`src/rtl/htfc_pkg.sv`:
```
// shared types, constants and crc helper for the humidity/temperature frame checker
// no dependencies; imported by every module under rtl/

package htfc_pkg;

	localparam int unsigned BYTE_W = 8;
	localparam int unsigned WORD_W = 16;
	localparam int unsigned TEMP_W = 15;
	localparam int unsigned HUM_W = 7;
	localparam int unsigned CODE_W = 2;
	localparam int unsigned COUNT_W = 8;

	localparam logic [BYTE_W-1:0] CRC_INIT = 8'hFF;
	localparam logic [BYTE_W-1:0] CRC_POLY = 8'h31;

	// temperature: -4500 + 17500*raw/65535 centidegrees
	localparam logic [14:0] TEMP_GAIN = 15'd17500;
	localparam logic [15:0] TEMP_OFFSET = 16'd4500;
	localparam logic signed [15:0] TEMP_MIN = -16'sd4000;
	localparam logic signed [15:0] TEMP_MAX = 16'sd12500;

	// humidity: -6 + 125*raw/65535 percent
	localparam logic [6:0] HUM_GAIN = 7'd125;
	localparam logic [22:0] HUM_ZERO_PROD = 23'd393210;
	localparam logic [7:0] HUM_OFFSET = 8'd6;
	localparam logic [7:0] HUM_MAX = 8'd100;

	localparam logic [16:0] FULL_SCALE = 17'd65535;

	typedef enum logic [CODE_W-1:0] {
		ERR_NONE     = 2'd0,
		ERR_BUS      = 2'd1,
		ERR_TEMP_CRC = 2'd2,
		ERR_HUM_CRC  = 2'd3
	} frame_err_t;

	typedef enum logic [CODE_W-1:0] {
		HEALTH_UNKNOWN = 2'd0,
		HEALTH_OK      = 2'd1,
		HEALTH_FAILED  = 2'd2
	} health_t;

	typedef struct packed {
		logic              bus_error;
		logic [BYTE_W-1:0] temp_msb;
		logic [BYTE_W-1:0] temp_lsb;
		logic [BYTE_W-1:0] temp_crc;
		logic [BYTE_W-1:0] hum_msb;
		logic [BYTE_W-1:0] hum_lsb;
		logic [BYTE_W-1:0] hum_crc;
	} in_item_t;

	typedef struct packed {
		logic signed [TEMP_W-1:0] temperature_centi;
		logic [HUM_W-1:0]         humidity_pct;
		logic [CODE_W-1:0]        frame_error;
		logic [CODE_W-1:0]        sensor_health;
		logic [COUNT_W-1:0]       failure_count;
	} out_item_t;

	// per-frame verdict handed to the status registers
	typedef struct packed {
		logic                     update;
		frame_err_t               frame_error;
		logic signed [TEMP_W-1:0] temp_centi;
		logic [HUM_W-1:0]         hum_pct;
	} eval_t;

	function automatic logic [BYTE_W-1:0] crc8_byte(input logic [BYTE_W-1:0] crc_in,
			input logic [BYTE_W-1:0] data);
		logic [BYTE_W-1:0] c;
		c = crc_in ^ data;
		for (int i = 0; i < BYTE_W; i++) begin
			c = c[BYTE_W-1] ? ((c << 1) ^ CRC_POLY) : (c << 1);
		end
		return c;
	endfunction

endpackage

```
`src/rtl/humidity_temp_frame_checker_core.sv`:
```
// top level of the humidity/temperature frame checker: input register, result register
// depends on htfc_pkg, htfc_crc_check, htfc_convert, htfc_status
//
// usage:
//   in channel: one beat per completed sensor read (in_valid/in_stall, in_data struct).
//   out channel: one beat per input beat (out_valid/out_stall, out_data struct) carrying
//     the stored temperature and humidity, the frame's error code, health and failure count.
//   cfg channel: cfg_valid/cfg_ready with cfg_data = retry limit; cfg_ready is always high,
//     write only while no beat is in flight.
// an accepted input beat passes through the input register and then the result register on its way to out_data.
// throughput: one beat per cycle while out_stall is low; crc check, both conversions and the counter update sit
//   as combinational logic between the input register and the result register.
// stall: the result register holds while out_stall is high; the input register still
//   takes one more beat, then in_stall rises until the result is taken.
// reset: both valids drop, retry limit returns to 20, stored readings and failure count
//   clear and health goes to unknown.

module humidity_temp_frame_checker_core (
	input  logic                         clk,
	input  logic                         arst_n,
	input  logic                         in_valid,
	output logic                         in_stall,
	input  htfc_pkg::in_item_t           in_data,
	output logic                         out_valid,
	input  logic                         out_stall,
	output htfc_pkg::out_item_t          out_data,
	input  logic                         cfg_valid,
	output logic                         cfg_ready,
	input  logic [htfc_pkg::BYTE_W-1:0]  cfg_data
);
	import htfc_pkg::*;

	logic      valid_s1;
	in_item_t  item_s1;
	logic      valid_s2;
	out_item_t item_s2;

	logic      advance;
	eval_t     eval;
	out_item_t result;

	assign advance = !valid_s2 || !out_stall;
	assign in_stall = valid_s1 && !advance;
	assign cfg_ready = 1'b1;

	always_ff @(posedge clk or negedge arst_n) begin
		if (!arst_n) begin
			valid_s1 <= 1'b0;
			valid_s2 <= 1'b0;
		end else begin
			if (!in_stall)
				valid_s1 <= in_valid;
			if (advance)
				valid_s2 <= valid_s1;
		end
	end

	always_ff @(posedge clk) begin
		if (!in_stall && in_valid)
			item_s1 <= in_data;
		if (advance && valid_s1)
			item_s2 <= result;
	end

	htfc_crc_check u_crc (
		.item        (item_s1),
		.frame_error (eval.frame_error)
	);

	htfc_convert u_convert (
		.temp_raw   ({item_s1.temp_msb, item_s1.temp_lsb}),
		.hum_raw    ({item_s1.hum_msb, item_s1.hum_lsb}),
		.temp_centi (eval.temp_centi),
		.hum_pct    (eval.hum_pct)
	);

	assign eval.update = valid_s1 && advance;

	htfc_status u_status (
		.clk      (clk),
		.arst_n   (arst_n),
		.eval     (eval),
		.cfg_we   (cfg_valid && cfg_ready),
		.cfg_data (cfg_data),
		.result   (result)
	);

	assign out_valid = valid_s2;
	assign out_data = item_s2;

`ifndef SYNTHESIS
	a_stall_needs_item: assert property (@(posedge clk) disable iff (!arst_n)
		in_stall |-> valid_s1)
		else $error("input stalled with empty input register");
	a_item_moves_out: assert property (@(posedge clk) disable iff (!arst_n)
		valid_s1 && advance |=> valid_s2)
		else $error("item lost between input and result register");
	a_out_held: assert property (@(posedge clk) disable iff (!arst_n)
		out_valid && out_stall |=> out_valid && $stable(out_data))
		else $error("stalled result beat changed");
`endif

endmodule

```
`src/rtl/htfc_crc_check.sv`:
```
// crc-8 check of both words and error priority for one frame
// depends on htfc_pkg

module htfc_crc_check (
	input  htfc_pkg::in_item_t   item,
	output htfc_pkg::frame_err_t frame_error
);
	import htfc_pkg::*;

	logic [BYTE_W-1:0] temp_crc_calc;
	logic [BYTE_W-1:0] hum_crc_calc;

	assign temp_crc_calc = crc8_byte(crc8_byte(CRC_INIT, item.temp_msb), item.temp_lsb);
	assign hum_crc_calc = crc8_byte(crc8_byte(CRC_INIT, item.hum_msb), item.hum_lsb);

	// bus error hides both crc results
	always_comb begin
		if (item.bus_error)
			frame_error = ERR_BUS;
		else if (temp_crc_calc != item.temp_crc)
			frame_error = ERR_TEMP_CRC;
		else if (hum_crc_calc != item.hum_crc)
			frame_error = ERR_HUM_CRC;
		else
			frame_error = ERR_NONE;
	end

endmodule

```
`src/rtl/htfc_convert.sv`:
```
// fixed-point conversion of raw words to centidegrees and percent
// depends on htfc_pkg; divide by 65535 done as shift plus one correction

module htfc_convert (
	input  logic [htfc_pkg::WORD_W-1:0]        temp_raw,
	input  logic [htfc_pkg::WORD_W-1:0]        hum_raw,
	output logic signed [htfc_pkg::TEMP_W-1:0] temp_centi,
	output logic [htfc_pkg::HUM_W-1:0]         hum_pct
);
	import htfc_pkg::*;

	logic [30:0]        t_prod;
	logic [16:0]        t_sum;
	logic               t_ge;
	logic [14:0]        t_quot;
	logic               t_rem_nz;
	logic               t_bump;
	logic signed [15:0] t_val;

	logic [22:0] h_prod;
	logic [16:0] h_sum;
	logic [7:0]  h_quot;
	logic [7:0]  h_val;

	// x/65535: with x = a*65536 + b, quotient is a plus one when a+b reaches 65535
	assign t_prod = 31'(TEMP_GAIN) * 31'(temp_raw);
	assign t_sum = 17'(t_prod[30:16]) + 17'(t_prod[15:0]);
	assign t_ge = (t_sum >= FULL_SCALE);
	assign t_quot = t_prod[30:16] + 15'(t_ge);
	assign t_rem_nz = t_ge ? (t_sum != FULL_SCALE) : (t_sum != 17'd0);
	// negative results truncate toward zero, so a nonzero remainder rounds up
	assign t_bump = (16'(t_quot) < TEMP_OFFSET) && t_rem_nz;
	assign t_val = $signed(16'(t_quot) - TEMP_OFFSET + 16'(t_bump));

	always_comb begin
		if (t_val < TEMP_MIN)
			temp_centi = TEMP_W'(TEMP_MIN);
		else if (t_val > TEMP_MAX)
			temp_centi = TEMP_W'(TEMP_MAX);
		else
			temp_centi = TEMP_W'(t_val);
	end

	assign h_prod = 23'(HUM_GAIN) * 23'(hum_raw);
	assign h_sum = 17'(h_prod[22:16]) + 17'(h_prod[15:0]);
	assign h_quot = 8'(h_prod[22:16]) + 8'(h_sum >= FULL_SCALE);
	assign h_val = h_quot - HUM_OFFSET;

	always_comb begin
		if (h_prod < HUM_ZERO_PROD)
			hum_pct = '0;
		else if (h_val > HUM_MAX)
			hum_pct = HUM_W'(HUM_MAX);
		else
			hum_pct = HUM_W'(h_val);
	end

endmodule

```
`src/rtl/htfc_status.sv`:
```
// stored readings, failure counter, health code and retry limit register
// depends on htfc_pkg; produces the next result item from the frame verdict

module htfc_status (
	input  logic                         clk,
	input  logic                         arst_n,
	input  htfc_pkg::eval_t              eval,
	input  logic                         cfg_we,
	input  logic [htfc_pkg::BYTE_W-1:0]  cfg_data,
	output htfc_pkg::out_item_t          result
);
	import htfc_pkg::*;

	localparam logic [COUNT_W-1:0] LIMIT_RESET = 8'd20;

	logic [COUNT_W-1:0]       retry_limit_q;
	logic signed [TEMP_W-1:0] temp_q;
	logic [HUM_W-1:0]         hum_q;
	logic [COUNT_W-1:0]       fail_q;
	health_t                  health_q;

	logic signed [TEMP_W-1:0] temp_d;
	logic [HUM_W-1:0]         hum_d;
	logic [COUNT_W-1:0]       fail_d;
	health_t                  health_d;
	logic [COUNT_W:0]         fail_inc;

	always_comb begin
		temp_d = temp_q;
		hum_d = hum_q;
		health_d = health_q;
		fail_inc = (COUNT_W+1)'(fail_q) + 1'b1;
		if (eval.frame_error == ERR_NONE) begin
			temp_d = eval.temp_centi;
			hum_d = eval.hum_pct;
			fail_d = '0;
			health_d = HEALTH_OK;
		end else begin
			if (fail_inc > (COUNT_W+1)'(retry_limit_q)) begin
				fail_inc = (COUNT_W+1)'(retry_limit_q) + 1'b1;
				// a limit of 255 never flips health
				if (!fail_inc[COUNT_W])
					health_d = HEALTH_FAILED;
			end
			fail_d = fail_inc[COUNT_W] ? '1 : fail_inc[COUNT_W-1:0];
		end
	end

	always_ff @(posedge clk or negedge arst_n) begin
		if (!arst_n) begin
			retry_limit_q <= LIMIT_RESET;
			temp_q <= '0;
			hum_q <= '0;
			fail_q <= '0;
			health_q <= HEALTH_UNKNOWN;
		end else begin
			if (cfg_we)
				retry_limit_q <= cfg_data;
			if (eval.update) begin
				temp_q <= temp_d;
				hum_q <= hum_d;
				fail_q <= fail_d;
				health_q <= health_d;
			end
		end
	end

	assign result.temperature_centi = temp_d;
	assign result.humidity_pct = hum_d;
	assign result.frame_error = eval.frame_error;
	assign result.sensor_health = health_d;
	assign result.failure_count = fail_d;

`ifndef SYNTHESIS
	a_good_clears: assert property (@(posedge clk) disable iff (!arst_n)
		eval.update && eval.frame_error == ERR_NONE |=> fail_q == '0 && health_q == HEALTH_OK)
		else $error("good frame did not clear failure count");
	a_health_sticky: assert property (@(posedge clk) disable iff (!arst_n)
		health_q != HEALTH_UNKNOWN |=> health_q != HEALTH_UNKNOWN)
		else $error("health returned to unknown");
	a_temp_range: assert property (@(posedge clk) disable iff (!arst_n)
		16'(temp_q) >= TEMP_MIN && 16'(temp_q) <= TEMP_MAX)
		else $error("stored temperature out of range");
`endif

endmodule

```
`config.mk`:
```
export PLATFORM = sky130hd
export DESIGN_NAME = humidity_temp_frame_checker_core
export DESIGN_NICKNAME = d
export VERILOG_FILES = /design/src/rtl/htfc_pkg.sv /design/src/rtl/humidity_temp_frame_checker_core.sv /design/src/rtl/htfc_crc_check.sv /design/src/rtl/htfc_convert.sv /design/src/rtl/htfc_status.sv
export SDC_FILE = /design/constraint.sdc
export NUM_CORES = 1
export LEC_CHECK = 0
export ABC_AREA = 1
export BUFFER_PORTS_ARGS = -buffer_cell sky130_fd_sc_hd__buf_2
export CORE_ASPECT_RATIO = 0.75
export CORE_MARGIN = 5
export CORE_UTILIZATION = 45
export DETAILED_ROUTE_END_ITERATION = 6
export MAX_ROUTING_LAYER = met4
export PLACE_DENSITY = 0.63
export REMOVE_ABC_BUFFERS = 1
export SLEW_MARGIN = 40
export SYNTH_ARGS = -nofsm -noshare
export SYNTH_HDL_FRONTEND = slang
export SYNTH_SLANG_ARGS = --single-unit
```
`constraint.sdc`:
```
create_clock -name clk -period 26.3 [get_ports clk]
set_input_delay 1.315 -clock clk [delete_from_list [all_inputs] [get_ports clk]]
set_output_delay 1.315 -clock clk [all_outputs]
set_load 0.005 [all_outputs]
```
==> Implementation_results.wiki <==
{| class="wikitable"
! Metric !! Value
|-
| Library cell appearing most often on the critical path || nand2_1
|-
| Row count || 57
|-
| Global Route Usage Sum || 0.192
|-
| Buffer depth of the longest clock path || 2
|-
| Final WL || 32800 µm
|-
| Count of placed standard cells in the final layout, fillers left out || 2345
|-
| Sort of element at the start of the critical path || register
|-
| Number of diodes added for antenna fixing || 0
|-
| Placed Instances || 2313
|-
| Worst Hold Endpoint || out_valid
|-
| Endpoint arrival time on the critical path || 10940 ps
|-
| Sequential area share after synthesis || 0.243
|-
| Path depth of the worst reg2reg path || 57
|-
| Final setup violating endpoints || 0
|-
| Placed wire-length estimate after detailed placement || 27200 µm
|-
| Post-CTS setup buffer count || 0
|-
| Post-cts sizing count || 0
|-
| Final critical path time including I/O delays and setup || 10760 ps
|-
| Largest stage delay, worst path || 620 ps
|-
| Per-cell routed wire length || 14.0 µm
|-
| Kind of capture point of the worst setup path || register
|-
| Mean instance size in the synthesized netlist || 8.18 µm²
|-
| Y dimension of the die || 166 µm
|-
| H-tree depth || 4
|-
| Quantity of I/O buffers inserted on ports || 97
|-
| CTS root buffer || clkbuf_16
|-
| Fin Setup TNS || 0 ps
|-
| R2r setup slk || 15540 ps
|-
| Number of sinks handled by clock tree synthesis || 125
|-
| Mapped cell area || 14600 µm²
|-
| Required time at the worst-slack endpoint || 26480 ps
|-
| Design Area, Final || 16100 µm²
|-
| Hold Fails Final Rpt || 0
|-
| Number of buffers added by the clock tree synthesis step || 17
|-
| Launch instance of the worst min-delay path || valid_s1
|-
| Clock latency reported for the late side of the worst-skew pair || 440 ps
|-
| Post-detailed-route count of antenna-violating nets || 0
|-
| Max Fanout on Critical Path || 13
|-
| DR DRC count || 0
|-
| Number of buffers inserted for hold repair after clock tree synthesis || 0
|-
| Area of the core || 32200 µm²
|-
| P&R area growth vs syn || 10.6%
|-
| Via/cell ratio || 4.85
|-
| Slew Limit Headroom || 0.489
|-
| Cell type of the slowest stage on the worst timing path || edfxtp_1
|-
| Largest net degree at the start of global routing || 60
|-
| Width of the chip || 218 µm
|-
| Drt first-iter violations || 684
|-
| Share of the core filled with cells || 0.502
|-
| Post-synthesis instance total || 1784
|-
| Worst-Margin Slew || 767 ps
|-
| CTS tree || built
|-
| Placer Congestion || 0.935
|-
| Initial core utilization || 0.454
|-
| Synth Register Bits || 125
|-
| Pins over their slew limit || 0
|-
| Critical register-to-register path startpoint || item_s1[45]
|-
| Kind of critical path || reg -> reg
|-
| Primary FF master, synth || edfxtp_1
|-
| Period Utilization, post-route || 0.409
|-
| Clock Skew || 15.1 ps
|-
| Maximum operating frequency || 93.0 MHz
|-
| Filler Cell Count || 3122
|-
| Critical register-to-register path endpoint || out_data[24]
|-
| Number of flops mapped to enable cells by yosys || 83
|-
| RSZ-0062 raised after global routing || no
|-
| Number of stages on the worst hold path || 2
|-
| TritonRoute pass-1 iters || 5
|-
| Layout cell share with drive strength beyond 1 || 0.118
|-
| Routed vias || 11400
|-
| Share of synthesized flip-flops with an asynchronous set or reset || 0.336
|-
| # IOs || 99
|-
| Result of the run || finished clean
|-
| Unique masters post-synth || 54
|-
| Count of max-cap constraint violations || 0
|-
| Die Area || 36200 µm²
|-
| Post-Place Cell Area || 15600 µm²
|-
| Layout net count || 2240
|-
| Most frequent standard cell in the layout excluding fill and tap cells || nand2_1
|-
| First-pass GRT wire length || 55500 µm
|-
| Hold Crit Class || reg -> reg
|-
| Post-CTS clock slew at the launch and capture registers of the worst setup and hold paths || 70 ps
|-
| Top library cells by usage in the layout, fill and taps aside || nand2_1, inv_1, ha_1, fa_1
|-
| Grt total ovfl || 0
|-
| Vias in the first global route || 11100
|-
| Number of antenna violations at the first check in global routing || 0
|-
| Warning count from the yosys run || 0
|}
worst max-delay path, delay by kind of cell (launching register included):
| kind | cells | cell delay [ps] |
|---|---|---|
| flops | 1 | 620 |
| fa+ha+maj | 12 | 3960 |
| simple gates | 26 | 3170 |
| buf+inv | 8 | 440 |
| xor+xnor | 1 | 110 |
| compound gates | 10 | 2150 |
synth_stat cells (5+ instances only):
cell type,n,area (µm²)
or2_2,7,43.8
inv_2,13,48.8
o21ai_0,32,160
fa_1,101,2020
clkbuf_1,6,22.5
nor3_1,17,85.1
a31oi_1,6,37.5
nand4_1,26,163
o21bai_1,11,82.6
nor2_4,6,67.6
and2_1,6,37.5
dfrtp_1,40,1000
nand3_1,96,480
nor2_2,6,37.5
a21oi_1,76,380
xnor2_1,44,385
nand2_2,37,231
nand2_1,430,1610
o31ai_1,5,37.5
xor2_1,70,613
xor2_2,5,81.3
o211ai_1,5,37.5
nand3b_1,6,45.0
nor2_1,79,297
edfxtp_1,83,2490
o21ai_1,8,40.0
buf_2,5,25.0
inv_1,329,1230
ha_1,187,2340
final cells by class:
type                       instances  area, µm²  share of cell area
tap                              442        553              0.0343
multi-input combinational       1302       9690               0.600
clock buffer                      17        425              0.0263
sequential                       125       3550               0.220
timing repair buffer             100        510              0.0316
inverter                         344       1290              0.0801
clock inverter                    15        124             0.00767
state kept, by name, summed over array words and instances (netlist names):
register                cells
out_data                   34
u_status.fail_q             8
u_status.temp_q            15
out_valid                   1
item_s1                    49
u_status.health_q           2
u_status.hum_q              7
u_status.retry_limit_q      8
valid_s1                    1
worst max path at each step:
stage / slack (ps) / from / cells past startpoint / to
final: 15540 / item_s1[45] / 57 / out_data[24]
after global routing: 14700 / item_s1[46] / 57 / out_data[31]
after detailed placement: 15740 / item_s1[46] / 57 / out_data[31]
after CTS: 15710 / item_s1[46] / 57 / out_data[24]
after global placement: 15950 / item_s1[45] / 59 / out_data[24]
after floorplan: 16970 / item_s1[45] / 60 / out_data[24]
through the flow:
| stage | setup WS [ps] | hold WS [ps] |
|---|---|---|
| 4_1_cts | 15710 | 473 |
| 6_report | 15540 | 469 |
| 5_1_grt | 14700 | 490 |
| 3_5_place_dp | 15740 | 458 |
| 3_3_place_gp | 15950 | 457 |
| 2_1_floorplan | 16970 | 442 |
cells by family after synthesis:
group / Yosys count / share of synthesized area
other cells: 1 / 0.000257
buf+inv: 357 / 0.0930
mux: 1 / 0.000686
xor+xnor: 125 / 0.0822
fa+ha+maj: 288 / 0.299
flops: 125 / 0.243
simple gates: 729 / 0.220
compound gates: 158 / 0.0618
metal layers:
layer / wire length, µm / GRT usage / part of all wire
met2: 13000 / 0.264 / 0.40
met5: 0 / - / 0
met4: 195 / 0.0284 / 0.0060
met1: 18200 / 0.300 / 0.55
met3: 1450 / 0.0334 / 0.044
Power is left out: the tool's default activity adds up to more than one toggle a clock period on the data nets, which glitch-free logic cannot reach.
